**src/rtl/dlcf_pkg.sv**
```systemverilog
`timescale 1ns / 1ps
`default_nettype none

package dlcf_pkg;

   // Configuration register indexes
   localparam int unsigned CSR_INDEX_W = 2;
   localparam logic [CSR_INDEX_W-1:0] CSR_BRIGHT_RED   = 2'd0;
   localparam logic [CSR_INDEX_W-1:0] CSR_BRIGHT_GREEN = 2'd1;
   localparam logic [CSR_INDEX_W-1:0] CSR_BRIGHT_BLUE  = 2'd2;

   // Brightness byte that leaves a channel unchanged
   localparam logic [7:0] BRIGHT_NEUTRAL = 8'h80;

   // Input beat
   typedef struct packed {
      logic [31:0] list_word;
      logic        end_of_list;
   } req_type;

   // Result beat
   typedef struct packed {
      logic [31:0] out_word;
      logic        out_last;
      logic        bad_code;
   } rsp_type;

   // Per-word decision from the position tracker
   typedef struct packed {
      logic fade_en;
      logic bad_code;
   } trk_status_type;

endpackage

`default_nettype wire

```
**src/rtl/dlcf_lane.sv**
```systemverilog
`timescale 1ns / 1ps
`default_nettype none

module dlcf_lane (
   input  wire logic [7:0] color_byte,
   input  wire logic [7:0] bright_byte,
   output logic      [7:0] faded_byte
);

   localparam logic [8:0] DIM_BIAS = 9'h07f;
   localparam logic [8:0] SAT_MAX  = 9'h0ff;

   logic [8:0] sum;

   assign sum = {1'b0, color_byte} + {1'b0, bright_byte};

   // Darken below 0x7f, pass at 0x7f and at neutral, brighten above neutral
   always_comb begin
      priority if (bright_byte <= DIM_BIAS[7:0]) begin
         if (sum < DIM_BIAS) begin
            faded_byte = 8'h00;
         end else begin
            faded_byte = 8'(sum - DIM_BIAS);
         end
      end else if (bright_byte == dlcf_pkg::BRIGHT_NEUTRAL) begin
         faded_byte = color_byte;
      end else if (sum > SAT_MAX) begin
         faded_byte = 8'hff;
      end else begin
         faded_byte = sum[7:0];
      end
   end

endmodule

`default_nettype wire

```
**src/rtl/dlcf_tracker.sv**
```systemverilog
`timescale 1ns / 1ps
`default_nettype none

module dlcf_tracker (
   input  wire logic                     clock,
   input  wire logic                     reset,
   input  wire logic                     accept,
   input  wire logic [7:0]               code_byte,
   input  wire logic                     end_of_list,
   output dlcf_pkg::trk_status_type      status
);

   // Primitive codes after masking
   localparam logic [7:0] CODE_MASK             = 8'hfc;
   localparam logic [7:0] CODE_TRI_PLAIN        = 8'h20;
   localparam logic [7:0] CODE_TRI_FLAT         = 8'h24;
   localparam logic [7:0] CODE_QUAD_PLAIN       = 8'h28;
   localparam logic [7:0] CODE_QUAD_FLAT        = 8'h2c;
   localparam logic [7:0] CODE_TRI_SHADE_PLAIN  = 8'h30;
   localparam logic [7:0] CODE_TRI_GOURAUD      = 8'h34;
   localparam logic [7:0] CODE_QUAD_SHADE_PLAIN = 8'h38;
   localparam logic [7:0] CODE_QUAD_GOURAUD     = 8'h3c;

   // Color kinds
   localparam logic [1:0] KIND_NONE    = 2'd0;
   localparam logic [1:0] KIND_FLAT    = 2'd1;
   localparam logic [1:0] KIND_GOURAUD = 2'd2;

   // Word positions of interest
   localparam logic [3:0] POS_TAG     = 4'd0;
   localparam logic [3:0] POS_CODE    = 4'd1;
   localparam logic [3:0] POS_AFTER   = 4'd2;
   localparam logic [3:0] POS_VERT_1  = 4'd4;
   localparam logic [3:0] POS_VERT_2  = 4'd7;
   localparam logic [3:0] POS_VERT_3  = 4'd10;
   localparam logic [3:0] POS_MAX     = 4'd12;

   logic [3:0] word_position_ff, word_position_in;
   logic [3:0] prim_length_ff, prim_length_in;
   logic [1:0] color_kind_ff, color_kind_in;
   logic       error_seen_ff, error_seen_in;

   logic [7:0] code;
   logic [3:0] dec_length;
   logic [1:0] dec_kind;
   logic       dec_known;
   logic [3:0] pos_inc;

   assign code    = code_byte & CODE_MASK;
   assign pos_inc = word_position_ff + 4'd1;

   // Decode primitive length and color kind
   always_comb begin
      dec_known = 1'b1;
      unique case (code)
         CODE_TRI_PLAIN:        begin dec_length = 4'd5;  dec_kind = KIND_NONE;    end
         CODE_TRI_FLAT:         begin dec_length = 4'd8;  dec_kind = KIND_FLAT;    end
         CODE_QUAD_PLAIN:       begin dec_length = 4'd6;  dec_kind = KIND_NONE;    end
         CODE_QUAD_FLAT:        begin dec_length = 4'd10; dec_kind = KIND_FLAT;    end
         CODE_TRI_SHADE_PLAIN:  begin dec_length = 4'd7;  dec_kind = KIND_NONE;    end
         CODE_TRI_GOURAUD:      begin dec_length = 4'd10; dec_kind = KIND_GOURAUD; end
         CODE_QUAD_SHADE_PLAIN: begin dec_length = 4'd9;  dec_kind = KIND_NONE;    end
         CODE_QUAD_GOURAUD:     begin dec_length = 4'd13; dec_kind = KIND_GOURAUD; end
         default: begin
            dec_length = 4'd0;
            dec_kind   = KIND_NONE;
            dec_known  = 1'b0;
         end
      endcase
   end

   // Advance position and pick the words to fade
   always_comb begin
      word_position_in = word_position_ff;
      prim_length_in   = prim_length_ff;
      color_kind_in    = color_kind_ff;
      error_seen_in    = error_seen_ff;
      status.fade_en   = 1'b0;

      if (!error_seen_ff) begin
         priority if (word_position_ff == POS_TAG) begin
            word_position_in = POS_CODE;
         end else if (word_position_ff == POS_CODE) begin
            prim_length_in = dec_length;
            color_kind_in  = dec_kind;
            if (dec_known) begin
               status.fade_en   = (dec_kind != KIND_NONE);
               word_position_in = POS_AFTER;
            end else begin
               error_seen_in = 1'b1;
            end
         end else begin
            status.fade_en = (color_kind_ff == KIND_GOURAUD) &&
                             (word_position_ff == POS_VERT_1 ||
                              word_position_ff == POS_VERT_2 ||
                              word_position_ff == POS_VERT_3);
            word_position_in = (pos_inc >= prim_length_ff) ? POS_TAG : pos_inc;
         end
      end

      status.bad_code = error_seen_in;

      // Drop all list state after the final word
      if (end_of_list) begin
         word_position_in = POS_TAG;
         prim_length_in   = 4'd0;
         color_kind_in    = KIND_NONE;
         error_seen_in    = 1'b0;
      end
   end

   always_ff @(posedge clock) begin
      if (reset) begin
         word_position_ff <= POS_TAG;
         prim_length_ff   <= 4'd0;
         color_kind_ff    <= KIND_NONE;
         error_seen_ff    <= 1'b0;
      end else if (accept) begin
         word_position_ff <= word_position_in;
         prim_length_ff   <= prim_length_in;
         color_kind_ff    <= color_kind_in;
         error_seen_ff    <= error_seen_in;
      end
   end

`ifndef SYNTHESIS
   a_pos_in_range: assert property (@(posedge clock) disable iff (reset)
      word_position_ff <= POS_MAX)
      else $error("word position beyond longest primitive");

   a_error_sticky: assert property (@(posedge clock) disable iff (reset)
      (accept && error_seen_ff && !end_of_list) |=> error_seen_ff)
      else $error("error flag dropped inside a list");

   a_list_end_clears: assert property (@(posedge clock) disable iff (reset)
      (accept && end_of_list) |=> (word_position_ff == POS_TAG && !error_seen_ff))
      else $error("state not cleared after final word");

   a_no_fade_on_error: assert property (@(posedge clock) disable iff (reset)
      accept |-> !(status.fade_en && status.bad_code))
      else $error("fade requested on a bad list");
`endif

endmodule

`default_nettype wire

```
**src/rtl/display_list_color_fader_top.sv**
```systemverilog
// Each accepted word is registered in main, or in skid if main is stalled.
// One word per cycle while req_stall is low; tracker updates once per word.
// A two-entry output stage (main plus skid) keeps req open while a result waits.
// Reset (synchronous, active high) clears the position tracker and error flag,
// sets all brightness bytes to neutral (128) and empties the output stage.
`timescale 1ns / 1ps
`default_nettype none

module display_list_color_fader_top (
   input  wire logic                                   clock,
   input  wire logic                                   reset,
   input  wire logic                                   req_valid,
   output logic                                        req_stall,
   input  wire dlcf_pkg::req_type                      req_data,
   output logic                                        rsp_valid,
   input  wire logic                                   rsp_stall,
   output dlcf_pkg::rsp_type                           rsp_data,
   input  wire logic                                   csr_we,
   input  wire logic [dlcf_pkg::CSR_INDEX_W-1:0]       csr_index,
   input  wire logic [7:0]                             csr_wdata
);

   logic [7:0] bright_red_ff;
   logic [7:0] bright_green_ff;
   logic [7:0] bright_blue_ff;

   logic                     accept;
   logic                     pop;
   dlcf_pkg::trk_status_type trk_status;
   logic [7:0]               faded_red;
   logic [7:0]               faded_green;
   logic [7:0]               faded_blue;
   dlcf_pkg::rsp_type        result;

   dlcf_pkg::rsp_type main_ff, main_in;
   logic              main_valid_ff, main_valid_in;
   dlcf_pkg::rsp_type skid_ff, skid_in;
   logic              skid_valid_ff, skid_valid_in;

   // Brightness registers
   always_ff @(posedge clock) begin
      if (reset) begin
         bright_red_ff   <= dlcf_pkg::BRIGHT_NEUTRAL;
         bright_green_ff <= dlcf_pkg::BRIGHT_NEUTRAL;
         bright_blue_ff  <= dlcf_pkg::BRIGHT_NEUTRAL;
      end else if (csr_we) begin
         unique case (csr_index)
            dlcf_pkg::CSR_BRIGHT_RED:   bright_red_ff   <= csr_wdata;
            dlcf_pkg::CSR_BRIGHT_GREEN: bright_green_ff <= csr_wdata;
            dlcf_pkg::CSR_BRIGHT_BLUE:  bright_blue_ff  <= csr_wdata;
            default: ;
         endcase
      end
   end

   assign req_stall = skid_valid_ff;
   assign accept    = req_valid && !skid_valid_ff;
   assign pop       = main_valid_ff && !rsp_stall;

   dlcf_tracker u_tracker (
      .clock       (clock),
      .reset       (reset),
      .accept      (accept),
      .code_byte   (req_data.list_word[31:24]),
      .end_of_list (req_data.end_of_list),
      .status      (trk_status)
   );

   // One lane per color channel
   dlcf_lane u_lane_red (
      .color_byte  (req_data.list_word[7:0]),
      .bright_byte (bright_red_ff),
      .faded_byte  (faded_red)
   );

   dlcf_lane u_lane_green (
      .color_byte  (req_data.list_word[15:8]),
      .bright_byte (bright_green_ff),
      .faded_byte  (faded_green)
   );

   dlcf_lane u_lane_blue (
      .color_byte  (req_data.list_word[23:16]),
      .bright_byte (bright_blue_ff),
      .faded_byte  (faded_blue)
   );

   // Merge lanes back into the word
   always_comb begin
      result.out_word = req_data.list_word;
      if (trk_status.fade_en) begin
         result.out_word = {req_data.list_word[31:24], faded_blue, faded_green, faded_red};
      end
      result.out_last = req_data.end_of_list;
      result.bad_code = trk_status.bad_code;
   end

   // Output stage: main register with a skid entry behind it
   always_comb begin
      main_in       = main_ff;
      main_valid_in = main_valid_ff;
      skid_in       = skid_ff;
      skid_valid_in = skid_valid_ff;
      if (!main_valid_ff || pop) begin
         if (skid_valid_ff) begin
            main_in       = skid_ff;
            main_valid_in = 1'b1;
            skid_valid_in = 1'b0;
         end else begin
            main_in       = result;
            main_valid_in = accept;
         end
      end else if (accept) begin
         skid_in       = result;
         skid_valid_in = 1'b1;
      end
   end

   always_ff @(posedge clock) begin
      if (reset) begin
         main_valid_ff <= 1'b0;
         skid_valid_ff <= 1'b0;
      end else begin
         main_valid_ff <= main_valid_in;
         skid_valid_ff <= skid_valid_in;
      end
   end

   always_ff @(posedge clock) begin
      main_ff <= main_in;
      skid_ff <= skid_in;
   end

   assign rsp_valid = main_valid_ff;
   assign rsp_data  = main_ff;

`ifndef SYNTHESIS
   a_skid_behind_main: assert property (@(posedge clock) disable iff (reset)
      skid_valid_ff |-> main_valid_ff)
      else $error("skid entry held with empty main register");

   a_stalled_beat_to_skid: assert property (@(posedge clock) disable iff (reset)
      (main_valid_ff && rsp_stall && accept) |=> skid_valid_ff)
      else $error("beat accepted behind a stalled result was lost");

   a_skid_drains: assert property (@(posedge clock) disable iff (reset)
      (skid_valid_ff && !rsp_stall) |=> (!skid_valid_ff && main_valid_ff))
      else $error("skid entry did not move up after a taken beat");
`endif

endmodule

`default_nettype wire
```
**config.mk**
```make
export PLATFORM = sky130hd
export DESIGN_NAME = display_list_color_fader_top
export DESIGN_NICKNAME = d
export VERILOG_FILES = /design/src/rtl/dlcf_pkg.sv /design/src/rtl/dlcf_lane.sv /design/src/rtl/dlcf_tracker.sv /design/src/rtl/display_list_color_fader_top.sv
export SDC_FILE = /design/constraint.sdc
export NUM_CORES = 1
export LEC_CHECK = 0
export ABC_CLOCK_PERIOD_IN_PS = 8400
export BUFFER_PORTS_ARGS = -buffer_cell sky130_fd_sc_hd__buf_2
export CAP_MARGIN = 10
export CORE_MARGIN = 3
export CORE_UTILIZATION = 55
export DETAILED_ROUTE_END_ITERATION = 10
export PLACE_DENSITY = 0.75
export SLEW_MARGIN = 5
export SYNTH_ARGS = -nofsm -noshare
export SYNTH_HDL_FRONTEND = slang
export SYNTH_SLANG_ARGS = --single-unit
export TNS_END_PERCENT = 100
```
**constraint.sdc**
```tcl
create_clock -name clock -period 8.4 [get_ports clock]
set_clock_uncertainty 0.2 [all_clocks]
set_input_delay 0.42 -clock clock [delete_from_list [all_inputs] [get_ports clock]]
set_output_delay 0.42 -clock clock [all_outputs]
set_load 0.05 [all_outputs]
```
==> results.json, run 1 <==
{
  "diodes": 0,
  "first_global_vias": 5177,
  "area_delta_synth_final_pct": 13.2,
  "route.detailed.drc": 0,
  "antenna_found_initial": 0,
  "r2r_slack_ns": 4.64,
  "clkPwrFrac": 0.335,
  "yosysTopAreaCell": "edfxtp_1",
  "startpoint_type": "flip-flop",
  "finalSetupTns_ns": 0,
  "cpMaxStageDelayCell": "a21oi_1",
  "drt-vias-per-instance": 6.16,
  "numCtsBuffers": 9,
  "postRouteAntennaNets": 0,
  "routed_wl_um": 15400,
  "vias": 5410,
  "path_clk_slew_ns": 0.07,
  "hold_path_class": "in -> reg",
  "syn-num-nets": 743,
  "ys_warn_count": 0,
  "power_leakage_uw": 0.00300,
  "synth_edf_count": 68,
  "dieHeight_um": 115,
  "pwr-share-comb": 0.215,
  "synth.distinct_cells": 69,
  "clkLatencyLatePin_ns": 0.35,
  "period_minus_slack_ns": 3.76,
  "start_util": 0.566,
  "cts.sinks": 105,
  "r2r_cells": 10,
  "r2r-start": "bright_blue_ff[0]",
  "dp_hpwl_um": 11700,
  "yosys_register_bits": 105,
  "critPathCaptureType": "flip-flop",
  "avgRoutedWirePerCell_um": 17.6,
  "p_sw_frac": 0.299,
  "synthTopCellsByCount": "nor2_1, edfxtp_1, a21oi_1",
  "path_class": "reg -> reg",
  "r2r_end": "rsp_data[24]",
  "ioPinCount": 84,
  "min_to": "skid_ff[26]",
  "place_inst": 862,
  "hp-start": "req_data[25]",
  "grt_max_degree": 46,
  "cp_max_fo": 7,
  "synth-seq-area-share": 0.429,
  "pwr_density_cell_nw_per_um2": 177,
  "hold_depth": 1,
  "nets": 816,
  "regArea_um2": 2780,
  "dieArea_um2": 13100,
  "status": "finished clean",
  "synth.most_common_cell": "nor2_1",
  "drt_iter0_drc": 429,
  "drive_above_1_share": 0.195,
  "crit_required_ns": 8.30,
  "grt_usage": 0.241,
  "synth_area_leaders": "edfxtp_1, dfxtp_1, ha_1",
  "setup_viol": 0,
  "clockBufferDepth": 2,
  "fin_crit_sh": 0.447,
  "synthFlopType": "edfxtp_1",
  "internal_power_uw": 914,
  "die_w_um": 115,
  "cts.repair.resized": 0,
  "drtPass1Iterations": 5,
  "ir_drop_v": 0.000150,
  "rsz0062_at_grt": "no",
  "worst_slack_ns": 4.64,
  "grt_pass1_wl_um": 25300,
  "core_area_um2": 11500,
  "path_cells": "ha_1, fa_1, a21o_1, a221oi_1, nand4_1, a21oi_1, o31ai_1, a2111oi_0, a211oi_1, mux2_2",
  "crit_arrival_ns": 3.66,
  "hold_viol": 0,
  "p_switching_uw": 390,
  "async_flop_share": 0,
  "synthDominantCellAreaShare": 0.315,
  "nFillCells": 945,
  "rows": 39,
  "synth_area_per_cell_um2": 9.88,
  "synth_area_um2": 6490,
  "multiInputGateArea_um2": 3570,
  "slowest_delay_ns": 0.52,
  "grt_overflow": 0,
  "pwr-share-seq": 0.450,
  "worst_pin_slew_ns": 0.983,
  "max_slew_margin": 0.340,
  "root_buffer": "clkbuf_16",
  "netlist_instances": 657,
  "post-cts-setup-buffer-count": 0,
  "portBuffers": 83,
  "place_congestion": 0.931,
  "cts_tree": "done",
  "h-tree-depth": 3,
  "dpl_worst_slack_ns": 4.44,
  "maxSlewViolCount": 0,
  "stdcell_count": 878,
  "maxCapViolations": 0,
  "fmax_mhz": 266,
  "cts_hold_buf": 0
}
-- cell type report --
class / instances / area share
inverter: 15 / 0.00766
timing repair buffer: 88 / 0.0616
clock buffer: 10 / 0.0325
tap: 143 / 0.0243
multi-input combinational: 511 / 0.485
sequential: 105 / 0.379
clock inverter: 6 / 0.00987
-- power groups by stage --
stage | clock network (uW) | registers [uW] | logic [uW]
3_3_place_gp | 0 | 599 | 273
3_5_place_dp | 0 | 600 | 278
4_1_cts | 444 | 588 | 280
5_1_grt | 464 | 590 | 309
6_report | 436 | 587 | 281
2_1_floorplan | 0 | 646 | 160
-- cells by family (layout without fill, tap and decap cells) --
logic type	Yosys count	after routing	share of synthesized area
fa+ha+maj	38	38	0.0767
simple gates	227	227	0.178
buf+inv	41	119	0.0239
compound gates	177	177	0.184
mux	49	49	0.0810
xor+xnor	20	20	0.0270
flops	105	105	0.429
-- per-layer routing --
layer / GRT usage / share of wire / wire [um] / up-vias
met5: 0 / 0 / 0 / -
met4: 0.0895 / 0.019 / 287 / 0
met3: 0.0338 / 0.055 / 848 / 25
met2: 0.407 / 0.48 / 7430 / 166
met1: 0.316 / 0.44 / 6870 / 2563
li1: - / - / - / 2656
-- worst max-delay path, delay by kind of cell (launching register included) --
| family | cells | cell delay [ns] |
|---|---|---|
| AOI/OAI and AO/OA | 6 | 1.88 |
| adders and majority gates | 2 | 0.64 |
| DFF | 1 | 0.34 |
| muxes | 1 | 0.30 |
| and+or+nand+nor | 1 | 0.15 |
-- cells in the final DEF (no fill, tap or decap), types with 6 or more instances in the layout --
| master | Yosys | routed |
|---|---|---|
| buf_2 | 1 | 83 |
| a31oi_1 | 13 | 13 |
| nand3b_1 | 7 | 7 |
| and3_1 | 8 | 8 |
| clkbuf_16 | 0 | 9 |
| o221ai_1 | 8 | 8 |
| nor3b_1 | 9 | 9 |
| mux2_2 | 27 | 27 |
| dfxtp_1 | 37 | 37 |
| edfxtp_1 | 68 | 68 |
| nor2_1 | 81 | 80 |
| inv_1 | 14 | 14 |
| nand2_1 | 36 | 36 |
| nand3_1 | 15 | 15 |
| a211o_1 | 7 | 7 |
| a21oi_1 | 47 | 47 |
| mux2i_1 | 21 | 21 |
| a21o_1 | 12 | 12 |
| xnor2_1 | 12 | 12 |
| a211oi_1 | 13 | 13 |
| o21ai_0 | 32 | 32 |
| nor2b_1 | 7 | 7 |
| xor2_1 | 8 | 8 |
| nand2b_1 | 9 | 9 |
| ha_1 | 35 | 35 |
| nor3_1 | 15 | 15 |
| nor4_1 | 6 | 6 |
-- flip-flops by register name (all words and copies together) (netlist names), 2 cells and up --
name                        flops
u_tracker.word_position_ff      4
u_tracker.color_kind_ff         2
bright_blue_ff                  8
bright_red_ff                   8
bright_green_ff                 8
skid_ff                        34
rsp_data                       34
u_tracker.prim_length_ff        4
-- how the worst max path moves through the flow --
stage,cells after the start,from,to,slack (ns)
after floorplan,2,rsp_valid,skid_ff[0],4.66
after global placement,11,req_data[17],rsp_data[24],4.60
after detailed placement,11,req_data[17],rsp_data[24],4.44
after CTS,10,bright_blue_ff[0],rsp_data[24],4.68
after global routing,10,bright_blue_ff[0],rsp_data[24],4.50
final,10,bright_blue_ff[0],rsp_data[24],4.64
-- per-stage QoR --
step	total power (uW)	cell area, um^2	util	hold slack [ns]
finish	1300	7350	0.641	0.0552
global route	1360	7350	0.641	0.0513
CTS	1310	7350	0.641	0.0441
detailed placement	878	7040	0.614	0.271
global placement	871	7040	0.614	0.264
floorplan	805	6490	-	0.244
Power figures use the tool's default switching activity.
==> run 2, diff against run 1 <==
--- a/config.mk
+++ b/config.mk
@@ -5,7 +5,7 @@
 export SDC_FILE = /design/constraint.sdc
 export NUM_CORES = 1
 export LEC_CHECK = 0
-export ABC_CLOCK_PERIOD_IN_PS = 8400
+export ABC_CLOCK_PERIOD_IN_PS = 3750
 export BUFFER_PORTS_ARGS = -buffer_cell sky130_fd_sc_hd__buf_2
 export CAP_MARGIN = 10
 export CORE_MARGIN = 3
==> constraint.sdc (replaced) <==
create_clock -name clock -period 3.75 [get_ports clock]
set_clock_uncertainty 0.2 [all_clocks]
set_input_delay 0.1875 -clock clock [delete_from_list [all_inputs] [get_ports clock]]
set_output_delay 0.1875 -clock clock [all_outputs]
set_load 0.05 [all_outputs]
==> run 2 against run 1 <==
Against the previous run:
- first-iteration DRC count fell by 2.8%
- combinational power up 140%
- core utilization grew 2.4 points
- via count up 2.5%
- largest cell class unchanged
- largest power group unchanged
==> results.json, run 2 (same netlist as run 1, synthesis figures left out) <==
{
  "drt_iter0_drc": 417,
  "area_delta_synth_final_pct": 17.5,
  "rsz0062_at_grt": "no",
  "period_minus_slack_ns": 3.55,
  "r2r_end": "rsp_data[5]",
  "ir_drop_v": 0.000322,
  "clkPwrFrac": 0.314,
  "endpoint": "rsp_data[5]",
  "avgRoutedWirePerCell_um": 17.6,
  "nFillCells": 936,
  "path_clk_slew_ns": 0.07,
  "grt_overflow": 0,
  "hold_path_class": "in -> reg",
  "portBuffers": 83,
  "dieArea_um2": 13100,
  "numCtsBuffers": 9,
  "hold_depth": 3,
  "nets": 848,
  "startpoint_type": "flip-flop",
  "setup_viol": 0,
  "layout_commonest_cell": "buf_2",
  "place_congestion": 0.892,
  "drt-vias-per-instance": 6.10,
  "finalSetupTns_ns": 0,
  "worst_pin_slew_ns": 0.862,
  "path_class": "reg -> reg",
  "h-tree-depth": 3,
  "utilization": 0.665,
  "maxCapViolations": 0,
  "crit_required_ns": 3.78,
  "pwr_density_cell_nw_per_um2": 378,
  "routed.top_layer": "met4",
  "clkLatencyLatePin_ns": 0.35,
  "pwr-share-comb": 0.231,
  "grt_max_degree": 37,
  "pwr-share-seq": 0.456,
  "layout_common_cells": "buf_2, nor2_1, edfxtp_1",
  "root_buffer": "clkbuf_16",
  "power_leakage_uw": 0.00314,
  "internal_power_uw": 2010,
  "rows": 39,
  "start_util": 0.566,
  "grt_usage": 0.252,
  "route.detailed.drc": 0,
  "startpoint": "bright_red_ff[0]",
  "cts_tree": "done",
  "vias": 5547,
  "die_w_um": 115,
  "crit_arrival_ns": 3.57,
  "drive_above_1_share": 0.202,
  "wl_met3_um": 889,
  "core_area_um2": 11500,
  "dp_hpwl_um": 12000,
  "first_global_vias": 5351,
  "status": "finished clean",
  "hold_viol": 0,
  "dieHeight_um": 115,
  "ioPinCount": 84,
  "cp_max_fo": 6,
  "fin_crit_sh": 0.946,
  "critPathCaptureType": "flip-flop",
  "routed_wl_um": 16000,
  "wl_met2_um": 7740,
  "r2r-start": "bright_red_ff[0]",
  "diodes": 0,
  "p_sw_frac": 0.304,
  "wl_met1_um": 7040,
  "p_switching_uw": 877,
  "r2r_cells": 10,
  "grt_pass1_wl_um": 26500,
  "drtPass1Iterations": 5,
  "r2r_slack_ns": 0.20,
  "postRouteAntennaNets": 0,
  "antenna_found_initial": 0,
  "cts.sinks": 105,
  "maxSlewViolCount": 0,
  "max_slew_margin": 0.424,
  "fmax_mhz": 282,
  "clockBufferDepth": 2
}
==> run 2: cell type report <==
cell class | instances | area, um^2 | area share
Multi-Input combinational cell | 511 | 3580 | 0.469
Clock buffer | 10 | 239 | 0.0313
Inverter | 15 | 56.3 | 0.00738
Sequential cell | 105 | 2780 | 0.365
Timing Repair Buffer | 120 | 746 | 0.0977
Tap cell | 143 | 179 | 0.0235
Clock inverter | 6 | 48.8 | 0.00640
==> run 2: worst max-delay path, stage by stage (launching register included) <==
cell       delay (ns)
dfxtp_1          0.33
ha_1             0.21
fa_1             0.41
a211o_1          0.29
and3_4           0.19
o31a_1           0.27
or3_4            0.43
or3_4            0.43
a2111oi_4        0.34
o31a_1           0.19
mux2_1           0.12
==> run 2: metal layers <==
| metal | track usage | vias up |
|---|---|---|
| met3 | 0.0349 | 26 |
| li1 | - | 2721 |
| met4 | 0.0926 | 0 |
| met1 | 0.328 | 2606 |
| met5 | 0 | - |
| met2 | 0.426 | 194 |
==> run 2: how the worst min path moves through the flow <==
stage	startpoint	to	slack (ns)
finish	req_data[1]	skid_ff[2]	0.02
floorplan	req_data[0]	skid_ff[1]	0.09
global route	req_data[14]	skid_ff[15]	0.04
global placement	req_data[25]	skid_ff[26]	0.18
CTS	req_data[1]	skid_ff[2]	0.01
detailed placement	req_data[25]	skid_ff[26]	0.18
==> run 2: power by group through the flow <==
stage          sequential, uW  combinational [uW]  clock (uW)
6_report                 1310                 665         904
5_1_grt                  1320                 728         973
4_1_cts                  1310                 657         925
3_5_place_dp             1340                 637           0
3_3_place_gp             1340                 623           0
2_1_floorplan            1450                 358           0
==> run 2: what timing repair did <==
item                                   in CTS  in global routing
hold buffers                               21                  0
gates resized for setup                     0                  3
endpoints found under the hold margin      42                  0
buffers inserted                            0                  0
setup endpoints to repair                   0                  6
==> run 2: stage by stage <==
stage               total power (uW)  hold slack [ns]  setup WS (ns)  cells  area, um^2
floorplan                       1800           0.0864        0.00530    657        6490
global placement                1960            0.179          0.275    873        7120
detailed placement              1980            0.183          0.210    873        7120
CTS                             2900           0.0115          0.215    910        7620
global route                    3020           0.0409        0.00366    910        7630
finish                          2880           0.0159          0.202    910        7630
==> run 3, diff against run 2 <==
--- a/config.mk
+++ b/config.mk
@@ -6,12 +6,12 @@
 export NUM_CORES = 1
 export LEC_CHECK = 0
 export ABC_CLOCK_PERIOD_IN_PS = 3750
-export BUFFER_PORTS_ARGS = -buffer_cell sky130_fd_sc_hd__buf_2
 export CAP_MARGIN = 10
 export CORE_MARGIN = 3
 export CORE_UTILIZATION = 55
 export DETAILED_ROUTE_END_ITERATION = 10
-export PLACE_DENSITY = 0.75
+export DONT_BUFFER_PORTS = 1
+export PLACE_DENSITY = 0.69
 export SLEW_MARGIN = 5
 export SYNTH_ARGS = -nofsm -noshare
 export SYNTH_HDL_FRONTEND = slang
==> run 3 against run 2 <==
Against the previous run:
- combinational power fell by 25%
- final cell count decreased by 5.6%
- sequential share of layout area rose by 0.45 points
==> results.json, run 3 (same netlist as run 1, synthesis figures left out) <==
{
  "p_sw_frac": 0.307,
  "pwr-share-comb": 0.176,
  "drtPass1Iterations": 5,
  "path_class": "reg -> reg",
  "core_area_um2": 11500,
  "antenna_found_initial": 5,
  "internal_power_uw": 1970,
  "postRouteAntennaNets": 0,
  "layout_common_cells": "nor2_1, edfxtp_1, dlygate4sd3_1",
  "setup_viol": 0,
  "hold_path_class": "in -> reg",
  "h-tree-depth": 3,
  "grt_overflow": 0,
  "max_slew_margin": 0.563,
  "finalSetupTns_ns": 0,
  "pwr-share-seq": 0.505,
  "avgRoutedWirePerCell_um": 18.8,
  "maxCapViolations": 0,
  "crit_required_ns": 3.78,
  "die_w_um": 115,
  "first_global_vias": 5353,
  "dp_hpwl_um": 11400,
  "power_leakage_uw": 0.00293,
  "nets": 792,
  "grt_usage": 0.259,
  "cts_tree": "done",
  "r2r_slack_ns": 0.17,
  "ioPinCount": 84,
  "place_inst": 784,
  "dieHeight_um": 115,
  "fmax_mhz": 279,
  "drive_above_1_share": 0.0970,
  "grt_pass1_wl_um": 27300,
  "multiInputGateArea_um2": 3590,
  "grt_max_degree": 37,
  "numCtsBuffers": 9,
  "ir_drop_v": 0.000385,
  "layout_commonest_cell": "nor2_1",
  "drt_iter0_drc": 326,
  "regArea_um2": 2780,
  "endpoint": "rsp_data[5]",
  "startpoint": "bright_red_ff[0]",
  "clockBufferDepth": 2,
  "critPathCaptureType": "flip-flop",
  "area_delta_synth_final_pct": 16.1,
  "worst_pin_slew_ns": 0.653,
  "portBuffers": 0,
  "start_util": 0.566,
  "route.detailed.drc": 0,
  "p_switching_uw": 872,
  "place_congestion": 0.887,
  "hold_viol": 0,
  "post-cts-setup-buffer-count": 0,
  "period_minus_slack_ns": 3.58,
  "p_total_uw": 2840,
  "cts.sinks": 105,
  "clkPwrFrac": 0.319,
  "r2r_cells": 10,
  "rows": 39,
  "r2r_end": "rsp_data[5]",
  "pwr_density_cell_nw_per_um2": 377,
  "startpoint_type": "flip-flop",
  "path_clk_slew_ns": 0.08,
  "rsz0062_at_grt": "no",
  "r2r-start": "bright_red_ff[0]",
  "utilization": 0.657,
  "nFillCells": 897,
  "maxSlewViolCount": 0,
  "dieArea_um2": 13100,
  "vias": 5349,
  "drt-vias-per-instance": 6.23,
  "status": "finished clean",
  "cp_max_fo": 6,
  "fin_crit_sh": 0.956,
  "clkLatencyLatePin_ns": 0.36,
  "crit_arrival_ns": 3.61,
  "stdcell_count": 859,
  "root_buffer": "clkbuf_16",
  "routed_wl_um": 16200
}
## run 3: cell types whose count changed in the layout (fill, tap and decap cells not counted), moves of 2 or more
cell | before | now
buf_4 | 16 | 9
buf_12 | 0 | 2
dlygate4sd3_1 | 21 | 53
diode_2 | 0 | 5
a21oi_2 | 1 | 3
a21oi_1 | 46 | 44
buf_2 | 83 | 0
## run 3: timing repair
action / CTS / global route
hold buffers: 54 / 0
endpoints found under the setup margin: 0 / 9
endpoints found under the hold margin: 84 / 0
resized for setup: 0 / 4
## run 3: power groups by stage
stage | Sequential [uW] | Clock [uW] | Combinational (uW)
3_5_place_dp | 1460 | 0 | 431
3_3_place_gp | 1460 | 0 | 420
4_1_cts | 1440 | 918 | 493
5_1_grt | 1440 | 961 | 562
2_1_floorplan | 1450 | 0 | 358
6_report | 1440 | 906 | 502
## run 3: per-layer routing
metal  global-route usage  vias to the layer above  routed length [um]
met5                    0                        -                   0
met4               0.0673                        0                 225
met3               0.0745                       21                1060
met2                0.430                      158                7820
met1                0.333                     2566                7080
li1                     -                     2604                   -
## run 3: final cells by class
class                   count  share of cell area
multi-input cells         511               0.476
flip-flops and latches    105               0.369
repair buffers             64              0.0847
clock buffers              10              0.0304
well taps                 143              0.0237
inverters                  15             0.00747
clock inverters             6             0.00681
diodes                      5             0.00166
## run 3: how the worst min path moves through the flow
| stage | start | endpoint | slack (ns) | depth (start not counted) |
|---|---|---|---|---|
| finish | req_data[7] | rsp_data[8] | 0.02 | 3 |
| CTS | req_data[7] | rsp_data[8] | 0.01 | 3 |
| floorplan | req_data[0] | skid_ff[1] | 0.09 | 0 |
| detailed placement | reset | rsp_valid | 0.07 | 1 |
| global placement | reset | u_tracker.prim_length_ff[1] | 0.07 | 1 |
| global route | reset | u_tracker.word_position_ff[2] | 0.06 | 4 |
## run 3: through the flow
stage / setup slack, ns / hold WS, ns / cell area (um^2)
2_1_floorplan: 0.00530 / 0.0864 / 6490
3_3_place_gp: 0.273 / 0.0685 / 6680
3_5_place_dp: 0.215 / 0.0671 / 6680
4_1_cts: 0.185 / 0.0141 / 7510
5_1_grt: 0.0102 / 0.0640 / 7540
6_report: 0.165 / 0.0179 / 7540
## run 3: worst max-delay path: stages (launching register included)
cell,delay (ns)
dfxtp_1,0.33
ha_1,0.21
fa_1,0.40
a211o_1,0.29
and3_4,0.18
o31a_1,0.27
or3_4,0.43
or3_4,0.44
a2111oi_4,0.36
o31a_1,0.21
mux2_1,0.13
